[src/design/stvr_pkg.sv]
// Shared types and constants for the stepper velocity ramp.
// Used by stvr_regs, stvr_ctrl, stvr_dp and stepper_velocity_ramp.
`default_nettype none

package stvr_pkg;

    localparam int VEL_W   = 16;
    localparam int DT_W    = 16;
    localparam int RPM_W   = 14;
    localparam int SRPM_W  = 15;
    localparam int SPR_W   = 11;
    localparam int MS_W    = 9;
    localparam int FREQ_W  = 18;
    localparam int ACC_W   = 16;

    localparam int MUL_A_W = 28;
    localparam int MUL_B_W = 29;
    localparam int PROD_W  = MUL_A_W + MUL_B_W;

    localparam int ADDR_W  = 5;
    localparam int DATA_W  = 32;

    localparam logic [VEL_W-1:0]   DEADZONE_LSB = 16'd33;
    localparam logic [MUL_B_W-1:0] RECIP_15     = 29'h1111_1112;

    localparam logic [2:0] REG_ACCEL   = 3'd0;
    localparam logic [2:0] REG_RPM_LO  = 3'd1;
    localparam logic [2:0] REG_RPM_HI  = 3'd2;
    localparam logic [2:0] REG_SPR     = 3'd3;
    localparam logic [2:0] REG_MICRO   = 3'd4;
    localparam logic [2:0] REG_INVERT  = 3'd5;
    localparam logic [2:0] REG_FREQ_LO = 3'd6;
    localparam logic [2:0] REG_FREQ_HI = 3'd7;

    localparam logic [2:0] MUL_NONE = 3'd0;
    localparam logic [2:0] MUL_LIM  = 3'd1;
    localparam logic [2:0] MUL_SPAN = 3'd2;
    localparam logic [2:0] MUL_SPR  = 3'd3;
    localparam logic [2:0] MUL_MS   = 3'd4;
    localparam logic [2:0] MUL_REC  = 3'd5;

    typedef struct packed {
        logic [ACC_W-1:0]  accel_rate;
        logic [RPM_W-1:0]  rpm_low;
        logic [RPM_W-1:0]  rpm_high;
        logic [SPR_W-1:0]  rev_steps;
        logic [MS_W-1:0]   microstep_factor;
        logic              invert_direction;
        logic [FREQ_W-1:0] freq_low;
        logic [FREQ_W-1:0] freq_high;
    } t_cfg;

    typedef struct packed {
        logic       load_in;
        logic [2:0] mul_sel;
        logic       ramp;
        logic       rpm;
        logic       out_load;
    } t_cmd;

    typedef struct packed {
        logic dead;
    } t_sts;

endpackage

`default_nettype wire

[src/design/stvr_regs.sv]
// Configuration register file behind the APB-style port.
// Depends on stvr_pkg.
`default_nettype none

module stvr_regs
    import stvr_pkg::*;
(
    input  wire logic              i_clk,
    input  wire logic              i_rst_n,
    input  wire logic              psel,
    input  wire logic              penable,
    input  wire logic              pwrite,
    input  wire logic [ADDR_W-1:0] paddr,
    input  wire logic [DATA_W-1:0] pwdata,
    output logic      [DATA_W-1:0] prdata,
    output logic                   pready,
    output t_cfg                   o_cfg
);

    t_cfg       r_cfg;
    logic       wr_en;
    logic [2:0] idx;

    assign pready = 1'b1;
    assign wr_en  = psel & penable & pwrite;
    assign idx    = paddr[4:2];
    assign o_cfg  = r_cfg;

    always_ff @(posedge i_clk) begin
        if (!i_rst_n) begin
            r_cfg.accel_rate       <= 16'd1024;
            r_cfg.rpm_low          <= 14'd160;
            r_cfg.rpm_high         <= 14'd400;
            r_cfg.rev_steps        <= 11'd200;
            r_cfg.microstep_factor <= 9'd16;
            r_cfg.invert_direction <= 1'b0;
            r_cfg.freq_low         <= 18'd100;
            r_cfg.freq_high        <= 18'd20000;
        end else if (wr_en) begin
            case (idx)
                REG_ACCEL:   r_cfg.accel_rate       <= pwdata[ACC_W-1:0];
                REG_RPM_LO:  r_cfg.rpm_low          <= pwdata[RPM_W-1:0];
                REG_RPM_HI:  r_cfg.rpm_high         <= pwdata[RPM_W-1:0];
                REG_SPR:     r_cfg.rev_steps        <= pwdata[SPR_W-1:0];
                REG_MICRO:   r_cfg.microstep_factor <= pwdata[MS_W-1:0];
                REG_INVERT:  r_cfg.invert_direction <= pwdata[0];
                REG_FREQ_LO: r_cfg.freq_low         <= pwdata[FREQ_W-1:0];
                REG_FREQ_HI: r_cfg.freq_high        <= pwdata[FREQ_W-1:0];
                default: begin
                end
            endcase
        end
    end

    always_comb begin
        case (idx)
            REG_ACCEL:   prdata = {{(DATA_W-ACC_W){1'b0}}, r_cfg.accel_rate};
            REG_RPM_LO:  prdata = {{(DATA_W-RPM_W){1'b0}}, r_cfg.rpm_low};
            REG_RPM_HI:  prdata = {{(DATA_W-RPM_W){1'b0}}, r_cfg.rpm_high};
            REG_SPR:     prdata = {{(DATA_W-SPR_W){1'b0}}, r_cfg.rev_steps};
            REG_MICRO:   prdata = {{(DATA_W-MS_W){1'b0}}, r_cfg.microstep_factor};
            REG_INVERT:  prdata = {{(DATA_W-1){1'b0}}, r_cfg.invert_direction};
            REG_FREQ_LO: prdata = {{(DATA_W-FREQ_W){1'b0}}, r_cfg.freq_low};
            REG_FREQ_HI: prdata = {{(DATA_W-FREQ_W){1'b0}}, r_cfg.freq_high};
            default:     prdata = '0;
        endcase
    end

endmodule

`default_nettype wire

[src/design/stvr_ctrl.sv]
// Sequencer for the velocity ramp: handshakes and datapath commands.
// Depends on stvr_pkg.
`default_nettype none

module stvr_ctrl
    import stvr_pkg::*;
(
    input  wire logic i_clk,
    input  wire logic i_rst_n,
    input  wire logic i_valid,
    output logic      o_stall,
    output logic      o_valid,
    input  wire logic i_stall,
    input  wire t_sts i_sts,
    output t_cmd      o_cmd
);

    localparam logic [3:0] S_IDLE = 4'd0;
    localparam logic [3:0] S_LIM  = 4'd1;
    localparam logic [3:0] S_RAMP = 4'd2;
    localparam logic [3:0] S_SPAN = 4'd3;
    localparam logic [3:0] S_RPM  = 4'd4;
    localparam logic [3:0] S_MSPR = 4'd5;
    localparam logic [3:0] S_MMS  = 4'd6;
    localparam logic [3:0] S_MREC = 4'd7;
    localparam logic [3:0] S_OUT  = 4'd8;

    logic [3:0] r_state, n_state;
    logic       r_out_valid, n_out_valid;
    logic       out_free;

    assign o_stall  = (r_state != S_IDLE);
    assign o_valid  = r_out_valid;
    assign out_free = !r_out_valid || !i_stall;

    always_comb begin
        n_state       = r_state;
        o_cmd         = '0;
        o_cmd.mul_sel = MUL_NONE;
        case (r_state)
            S_IDLE: begin
                if (i_valid) begin
                    o_cmd.load_in = 1'b1;
                    n_state       = S_LIM;
                end
            end
            S_LIM: begin
                o_cmd.mul_sel = MUL_LIM;
                n_state       = S_RAMP;
            end
            S_RAMP: begin
                o_cmd.ramp = 1'b1;
                n_state    = S_SPAN;
            end
            S_SPAN: begin
                o_cmd.mul_sel = MUL_SPAN;
                n_state       = i_sts.dead ? S_OUT : S_RPM;
            end
            S_RPM: begin
                o_cmd.rpm = 1'b1;
                n_state   = S_MSPR;
            end
            S_MSPR: begin
                o_cmd.mul_sel = MUL_SPR;
                n_state       = S_MMS;
            end
            S_MMS: begin
                o_cmd.mul_sel = MUL_MS;
                n_state       = S_MREC;
            end
            S_MREC: begin
                o_cmd.mul_sel = MUL_REC;
                n_state       = S_OUT;
            end
            S_OUT: begin
                if (out_free) begin
                    o_cmd.out_load = 1'b1;
                    n_state        = S_IDLE;
                end
            end
            default: n_state = S_IDLE;
        endcase
    end

    always_comb begin
        n_out_valid = r_out_valid;
        if (o_cmd.out_load) begin
            n_out_valid = 1'b1;
        end else if (r_out_valid && !i_stall) begin
            n_out_valid = 1'b0;
        end
    end

    always_ff @(posedge i_clk) begin
        if (!i_rst_n) begin
            r_state     <= S_IDLE;
            r_out_valid <= 1'b0;
        end else begin
            r_state     <= n_state;
            r_out_valid <= n_out_valid;
        end
    end

endmodule

`default_nettype wire

[src/design/stvr_dp.sv]
// Datapath: ramp state, shared multiplier, rpm and frequency math, result word.
// Depends on stvr_pkg.
`default_nettype none

module stvr_dp
    import stvr_pkg::*;
(
    input  wire logic                     i_clk,
    input  wire logic                     i_rst_n,
    input  wire t_cfg                     i_cfg,
    input  wire t_cmd                     i_cmd,
    output t_sts                          o_sts,
    input  wire logic signed [VEL_W-1:0]  i_target_velocity,
    input  wire logic        [DT_W-1:0]   i_elapsed_us,
    output logic                          o_running,
    output logic                          o_direction,
    output logic             [FREQ_W-1:0] o_step_freq_hz,
    output logic signed      [SRPM_W-1:0] o_signed_rpm,
    output logic signed      [VEL_W-1:0]  o_current_velocity
);

    logic signed [VEL_W-1:0]  r_target;
    logic        [DT_W-1:0]   r_dt;
    logic signed [VEL_W-1:0]  r_vel, n_vel;
    logic                     r_last_dir;
    logic        [RPM_W-1:0]  r_rpm, n_rpm;
    logic        [PROD_W-1:0] r_prod;

    logic        [MUL_A_W-1:0] mul_a;
    logic        [MUL_B_W-1:0] mul_b;

    logic        [VEL_W-1:0]  mag;
    logic        [VEL_W-1:0]  limit;
    logic signed [VEL_W:0]    delta, lim_pos, lim_neg, delta_c;
    logic signed [RPM_W:0]    span;
    logic        [RPM_W-1:0]  span_abs;
    logic        [RPM_W-1:0]  part;
    logic        [24:0]       freq_raw;
    logic        [24:0]       freq_lo_sat;
    logic        [FREQ_W-1:0] freq_sat;
    logic        [SRPM_W-1:0] rpm_ext;

    assign mag      = r_vel[VEL_W-1] ? (~r_vel + 1'b1) : r_vel;
    assign o_sts.dead = (mag <= DEADZONE_LSB);

    assign span     = $signed({1'b0, i_cfg.rpm_high}) - $signed({1'b0, i_cfg.rpm_low});
    assign span_abs = span[RPM_W] ? RPM_W'(-span) : span[RPM_W-1:0];

    always_comb begin
        case (i_cmd.mul_sel)
            MUL_LIM: begin
                mul_a = MUL_A_W'(i_cfg.accel_rate);
                mul_b = MUL_B_W'(r_dt);
            end
            MUL_SPAN: begin
                mul_a = MUL_A_W'(span_abs);
                mul_b = MUL_B_W'(mag);
            end
            MUL_SPR: begin
                mul_a = MUL_A_W'(r_rpm);
                mul_b = MUL_B_W'(i_cfg.rev_steps);
            end
            MUL_MS: begin
                mul_a = MUL_A_W'(r_prod[24:0]);
                mul_b = MUL_B_W'(i_cfg.microstep_factor);
            end
            MUL_REC: begin
                mul_a = r_prod[33:6];
                mul_b = RECIP_15;
            end
            default: begin
                mul_a = '0;
                mul_b = '0;
            end
        endcase
    end

    // slew limit
    always_comb begin
        limit   = r_prod[31:16];
        delta   = $signed({r_target[VEL_W-1], r_target}) - $signed({r_vel[VEL_W-1], r_vel});
        lim_pos = $signed({1'b0, limit});
        lim_neg = -lim_pos;
        if (delta > lim_pos) begin
            delta_c = lim_pos;
        end else if (delta < lim_neg) begin
            delta_c = lim_neg;
        end else begin
            delta_c = delta;
        end
        if (r_dt == '0 || i_cfg.accel_rate == '0) begin
            n_vel = r_target;
        end else begin
            n_vel = VEL_W'($signed({r_vel[VEL_W-1], r_vel}) + delta_c);
        end
    end

    assign part  = r_prod[28:15];
    assign n_rpm = span[RPM_W] ? (i_cfg.rpm_low - part) : (i_cfg.rpm_low + part);

    always_comb begin
        freq_raw    = r_prod[56:32];
        freq_lo_sat = (freq_raw < 25'(i_cfg.freq_low)) ? 25'(i_cfg.freq_low) : freq_raw;
        freq_sat    = (freq_lo_sat > 25'(i_cfg.freq_high)) ? i_cfg.freq_high
                                                           : freq_lo_sat[FREQ_W-1:0];
        rpm_ext     = {1'b0, r_rpm};
    end

    always_ff @(posedge i_clk) begin
        if (!i_rst_n) begin
            r_vel      <= '0;
            r_last_dir <= 1'b1;
        end else begin
            if (i_cmd.ramp) begin
                r_vel <= n_vel;
            end
            if (i_cmd.rpm) begin
                r_last_dir <= ~r_vel[VEL_W-1] ^ i_cfg.invert_direction;
            end
        end
    end

    always_ff @(posedge i_clk) begin
        if (i_cmd.load_in) begin
            r_target <= i_target_velocity;
            r_dt     <= i_elapsed_us;
        end
        if (i_cmd.mul_sel != MUL_NONE) begin
            r_prod <= mul_a * mul_b;
        end
        if (i_cmd.rpm) begin
            r_rpm <= n_rpm;
        end
        if (i_cmd.out_load) begin
            o_running          <= ~o_sts.dead;
            o_direction        <= r_last_dir;
            o_current_velocity <= r_vel;
            if (o_sts.dead) begin
                o_step_freq_hz <= '0;
                o_signed_rpm   <= '0;
            end else begin
                o_step_freq_hz <= freq_sat;
                o_signed_rpm   <= r_last_dir ? rpm_ext : (~rpm_ext + 1'b1);
            end
        end
    end

endmodule

`default_nettype wire

[src/design/stepper_velocity_ramp.sv]
// Stepper velocity ramp top level: register file, sequencer and datapath.
// Depends on stvr_pkg, stvr_regs, stvr_ctrl and stvr_dp.
//
// Each accepted tick word slews the ramped velocity toward its target and
// returns one result word: running flag, direction, step frequency, signed
// rpm and the new velocity. A tick steps through S_LIM, S_RAMP, S_SPAN,
// S_RPM, S_MSPR, S_MMS, S_MREC and S_OUT; in the deadzone it goes from S_SPAN
// straight to S_OUT. The result loads in S_OUT and the next tick is taken
// back in S_IDLE. One shared multiplier is used in turn for the slew limit,
// the rpm map, the two step-rate products and the divide by 960. A finished
// result waits in the output register while the next tick is accepted and
// processed; if it is still stalled then, the next result load waits for it.
`default_nettype none

module stepper_velocity_ramp
    import stvr_pkg::*;
(
    input  wire logic                     i_clk,
    input  wire logic                     i_rst_n,
    input  wire logic                     i_valid,
    output logic                          o_stall,
    input  wire logic signed [VEL_W-1:0]  i_target_velocity,
    input  wire logic        [DT_W-1:0]   i_elapsed_us,
    output logic                          o_valid,
    input  wire logic                     i_stall,
    output logic                          o_running,
    output logic                          o_direction,
    output logic             [FREQ_W-1:0] o_step_freq_hz,
    output logic signed      [SRPM_W-1:0] o_signed_rpm,
    output logic signed      [VEL_W-1:0]  o_current_velocity,
    input  wire logic                     psel,
    input  wire logic                     penable,
    input  wire logic                     pwrite,
    input  wire logic        [ADDR_W-1:0] paddr,
    input  wire logic        [DATA_W-1:0] pwdata,
    output logic             [DATA_W-1:0] prdata,
    output logic                          pready
);

    t_cfg cfg;
    t_cmd cmd;
    t_sts sts;

    stvr_regs u_regs (
        .i_clk   (i_clk),
        .i_rst_n (i_rst_n),
        .psel    (psel),
        .penable (penable),
        .pwrite  (pwrite),
        .paddr   (paddr),
        .pwdata  (pwdata),
        .prdata  (prdata),
        .pready  (pready),
        .o_cfg   (cfg)
    );

    stvr_ctrl u_ctrl (
        .i_clk   (i_clk),
        .i_rst_n (i_rst_n),
        .i_valid (i_valid),
        .o_stall (o_stall),
        .o_valid (o_valid),
        .i_stall (i_stall),
        .i_sts   (sts),
        .o_cmd   (cmd)
    );

    stvr_dp u_dp (
        .i_clk              (i_clk),
        .i_rst_n            (i_rst_n),
        .i_cfg              (cfg),
        .i_cmd              (cmd),
        .o_sts              (sts),
        .i_target_velocity  (i_target_velocity),
        .i_elapsed_us       (i_elapsed_us),
        .o_running          (o_running),
        .o_direction        (o_direction),
        .o_step_freq_hz     (o_step_freq_hz),
        .o_signed_rpm       (o_signed_rpm),
        .o_current_velocity (o_current_velocity)
    );

endmodule

`default_nettype wire
[config.mk]
export PLATFORM = sky130hd
export DESIGN_NAME = stepper_velocity_ramp
export DESIGN_NICKNAME = d
export VERILOG_FILES = /design/src/design/stvr_pkg.sv /design/src/design/stvr_regs.sv /design/src/design/stvr_ctrl.sv /design/src/design/stvr_dp.sv /design/src/design/stepper_velocity_ramp.sv
export SDC_FILE = /design/constraint.sdc
export NUM_CORES = 2
export LEC_CHECK = 0
export ABC_AREA = 1
export BUFFER_PORTS_ARGS = -buffer_cell sky130_fd_sc_hd__buf_2
export CAP_MARGIN = 20
export CORE_MARGIN = 2
export CORE_UTILIZATION = 25
export CTS_CLUSTER_SIZE = 8
export DETAILED_ROUTE_END_ITERATION = 10
export PLACE_DENSITY = 0.48
export SYNTH_ARGS = -nofsm -noshare
export SYNTH_HDL_FRONTEND = slang
export SYNTH_SLANG_ARGS = --single-unit
[constraint.sdc]
create_clock -name i_clk -period 11.5 [get_ports i_clk]
set_input_delay 2.3 -clock i_clk [delete_from_list [all_inputs] [get_ports i_clk]]
set_output_delay 2.3 -clock i_clk [all_outputs]
set_load 0.05 [all_outputs]
==> impl_metrics.env <==
export IMPL_run_status="finished, final reports clean"
export IMPL_final_area_um2=40700
export IMPL_yosys_register_bits=277
export IMPL_place_gp_congestion=0.922
export IMPL_grt_first_pass_wirelength_um=191000
export IMPL_numClockSinks=277
export IMPL_ir_drop_uv=134
export IMPL_endpoint_kind="flop"
export IMPL_syn_avg_cell_area_um2=8.14
export IMPL_wl_per_cell_um=19.4
export IMPL_worstHoldPathCells=2
export IMPL_slowest_delay_ns=0.85
export IMPL_cpMostUsedCell="fa_1"
export IMPL_cts_resized=0
export IMPL_hpwlAfterDp_um=105000
export IMPL_clock_latency_ns=0.60
export IMPL_place_port_buffers=130
export IMPL_total_power_mw=5.89
export IMPL_setup_viol=0
export IMPL_final_cells=6592
export IMPL_synth_edf_count=154
export IMPL_synth_top_family_by_area="adder cells"
export IMPL_cts_max_level=2
export IMPL_fin_util_pct=28.4
export IMPL_muxShareOfSynthArea_pct=0
export IMPL_nNetsFinal=5562
export IMPL_yosys_area_share_xor_xnor_pct=3.59
export IMPL_min_period_ns=10.10
export IMPL_r2r_start="u_ctrl.r_state[3]$_SDFFE_PN0P_"
export IMPL_die_height_um=384
export IMPL_critical_path_slowest_cell="a221oi_1"
export IMPL_max_slew_margin_rel_pct=28.2
export IMPL_via_per_inst=4.57
export IMPL_wl_met3_um=6430
export IMPL_r2r_end="u_dp.r_prod[44]$_DFFE_PP_"
export IMPL_grt_pass1_vias=30200
export IMPL_synthAdderAreaFrac_pct=38.1
export IMPL_vias=30100
export IMPL_fin_crit_sh_pct=87.8
export IMPL_p_leak_nw=19.9
export IMPL_die_area_um2=148000
export IMPL_fin_skew_ns=0.0445
export IMPL_grt_overflow_total=0
export IMPL_holdCritPathClass="reg2reg"
export IMPL_layout_drive_gt1_share_pct=6.83
export IMPL_final_setup_tns_ns=0
export IMPL_yosys_area_share_simple_pct=14.7
export IMPL_area_delta_synth_final_pct=12.7
export IMPL_antenna_left=0
export IMPL_die_x_um=384
export IMPL_cp_required_ns=11.82
export IMPL_start_util_pct=25.2
export IMPL_cts_tree="done"
export IMPL_finalWirelength_um=128000
export IMPL_arrival_ns=10.41
export IMPL_clockBufferDepth=3
export IMPL_min_to="u_regs.o_cfg[40]$_SDFFE_PN0P_"
export IMPL_core_um2=143000
export IMPL_path_class="reg2reg"
export IMPL_tightest_slew_ns=1.08
export IMPL_grt_usage_pct=17.2
export IMPL_grt_max_degree=90
export IMPL_antenna_found_initial=4
export IMPL_cts_clk_slew_worst_paths_ns=0.05
export IMPL_ys_flop_type="edfxtp_1"
export IMPL_rows=139
export IMPL_wl_met2_um=60200
export IMPL_cts_hold_buf=0
export IMPL_seq_area_frac_synth_pct=19.6
export IMPL_dp_cells=6519
export IMPL_io_pins=162
export IMPL_yosys_warnings=0
export IMPL_drt_pass1_iterations=6
export IMPL_final_hold_violation_count=0
export IMPL_postCtsSetupRepairBufs=0
export IMPL_rr_worst_depth=34
export IMPL_synthCells=4441
export IMPL_synthArstFlopShare_pct=0
export IMPL_rsz0062_at_grt="no"
export IMPL_worstPathMaxFanout=19
export IMPL_fin_ws_ns=1.40
export IMPL_fin_hold_ws_ns=0.473
export IMPL_crit_path_start_kind="flop"
export IMPL_synth_compound_area_share_pct=11.0
export IMPL_wl_met1_um=57300
export IMPL_r2r_setup_slack_ns=1.40
export IMPL_cts_buffers=41
export IMPL_nFillCells=15600
export IMPL_syn_cell_area_um2=36100
export IMPL_detail_route_iter0_violations=2159
export IMPL_power_per_cell_area_nw_per_um2=145
export IMPL_hold_start="u_regs.o_cfg[40]$_SDFFE_PN0P_"
export IMPL_root_buffer="clkbuf_16"
export IMPL_fmax_mhz=99.0
export IMPL_yosysUniqueCellTypes=62
export IMPL_dpl_cell_area_um2=39500
export IMPL_routed_top_layer="met4"
export IMPL_drc=0
export IMPL_drv_slew=0
export IMPL_dpl_worst_slack_ns=1.49
export IMPL_maxCapViolCount=0
-- cell type report --
class | count | area, um2 | area share [%]
Sequential cell | 277 | 7090 | 17.4
Clock inverter | 3 | 66.3 | 0.163
Timing Repair Buffer | 188 | 1110 | 2.72
Multi-Input combinational cell | 3061 | 24800 | 60.9
Inverter | 1091 | 4100 | 10.1
Tap cell | 1903 | 2380 | 5.85
Clock buffer | 68 | 1170 | 2.87
Antenna cell | 1 | 2.50 | 0.00615
-- cells in the final DEF, fill, tap and decap left out, types with 91 or more instances in the layout --
cell type	count
nand3_1	91
conb_1	105
xor2_1	95
nand2_1	659
o21ai_0	219
ha_1	368
a21oi_1	285
dfxtp_1	123
buf_2	130
nor2_1	402
fa_1	458
edfxtp_1	154
inv_1	1057
-- power by group --
group	internal [mW]	switching [mW]	total [mW]
clock	0.694	0.501	1.20
sequential	1.22	0.0797	1.30
combinational	1.08	2.32	3.40
total	3.00	2.90	5.89
-- cells in the mapped netlist, types with 4 or more instances --
| master | instances | area, um2 |
|---|---|---|
| a21oi_1 | 285 | 1430 |
| xnor2_1 | 37 | 324 |
| o21ai_2 | 6 | 52.6 |
| buf_4 | 17 | 128 |
| a21oi_2 | 4 | 35.0 |
| a211oi_1 | 13 | 97.6 |
| o21bai_1 | 7 | 52.6 |
| a221oi_1 | 24 | 210 |
| a31oi_1 | 25 | 156 |
| nor2_1 | 406 | 1520 |
| o21a_1 | 7 | 52.6 |
| nor3_1 | 28 | 140 |
| nand3_1 | 91 | 455 |
| xor2_1 | 95 | 832 |
| edfxtp_1 | 154 | 4620 |
| nand2_1 | 659 | 2470 |
| a21o_1 | 14 | 105 |
| nand4_1 | 27 | 169 |
| o211ai_1 | 29 | 218 |
| o21ai_1 | 7 | 35.0 |
| ha_1 | 368 | 4600 |
| buf_6 | 5 | 56.3 |
| dfxtp_1 | 123 | 2460 |
| o31ai_1 | 6 | 45.0 |
| o21ai_0 | 220 | 1100 |
| nand3_2 | 6 | 60.1 |
| nor4_1 | 30 | 188 |
| o221ai_1 | 8 | 70.1 |
| o22ai_1 | 28 | 175 |
| nor2_2 | 14 | 87.6 |
| fa_1 | 458 | 9170 |
| nor3_2 | 7 | 70.1 |
| buf_2 | 21 | 105 |
| o2111ai_1 | 4 | 35.0 |
| xor2_2 | 6 | 97.6 |
| inv_2 | 14 | 52.6 |
| clkbuf_1 | 70 | 263 |
| clkinv_1 | 19 | 71.3 |
| nand2_2 | 10 | 62.6 |
| inv_1 | 1057 | 3970 |
-- sequential cells by signal, indices dropped and copies added, names as in the netlist --
name	cells
u_regs.o_cfg	101
u_dp.o_step_freq_hz	18
u_dp.r_target	16
u_dp.r_last_dir	1
u_dp.r_vel	16
u_dp.o_direction	1
u_dp.r_rpm	14
u_dp.r_prod	57
u_dp.o_running	1
u_dp.o_signed_rpm	15
u_dp.r_dt	16
u_ctrl.o_valid	1
u_ctrl.r_state	4
u_dp.o_current_velocity	16
-- logic make-up (layout without fill, tap and decap cells) --
logic type	Yosys count	count (layout)
flops	277	277
fa+ha+maj	826	826
compound gates	700	700
xor+xnor	140	140
other cells	2	106
buf+inv	1206	1350
simple gates	1290	1290
-- worst max-delay path, delay by kind of cell, from the launching register on --
family                   cells  cell delay, ns
AND/OR/NAND/NOR             10            1.82
adder cells (fa/ha/maj)      8            3.75
buffers and inverters        9            1.49
flip-flops                   1            0.42
AO/OA/AOI/OAI                6            1.82
XOR/XNOR                     1            0.48
-- metal layers --
metal / global-route usage (%) / vias up
met5: 0 / -
met4: 4.96 / 0
met3: 1.54 / 162
met2: 29.0 / 832
met1: 23.3 / 14900
li1: - / 14200
-- worst max-delay path by stage --
| stage | slack (ns) | start | depth (start not counted) | to |
|---|---|---|---|---|
| final | 1.40 | u_ctrl.r_state[3]$_SDFFE_PN0P_ | 34 | u_dp.r_prod[44]$_DFFE_PP_ |
| after global routing | 0.98 | u_ctrl.r_state[3]$_SDFFE_PN0P_ | 33 | u_dp.r_prod[43]$_DFFE_PP_ |
| after CTS | 1.50 | u_ctrl.r_state[3]$_SDFFE_PN0P_ | 34 | u_dp.r_prod[44]$_DFFE_PP_ |
| after detailed placement | 1.49 | u_ctrl.r_state[3]$_SDFFE_PN0P_ | 34 | u_dp.r_prod[44]$_DFFE_PP_ |
| after global placement | 1.56 | u_ctrl.r_state[3]$_SDFFE_PN0P_ | 33 | u_dp.r_prod[43]$_DFFE_PP_ |
| after floorplan | 3.49 | u_regs.o_cfg[57]$_SDFFE_PN0P_ | 38 | u_dp.r_prod[43]$_DFFE_PP_ |
Note: power is estimated with default switching activity, not from simulation.
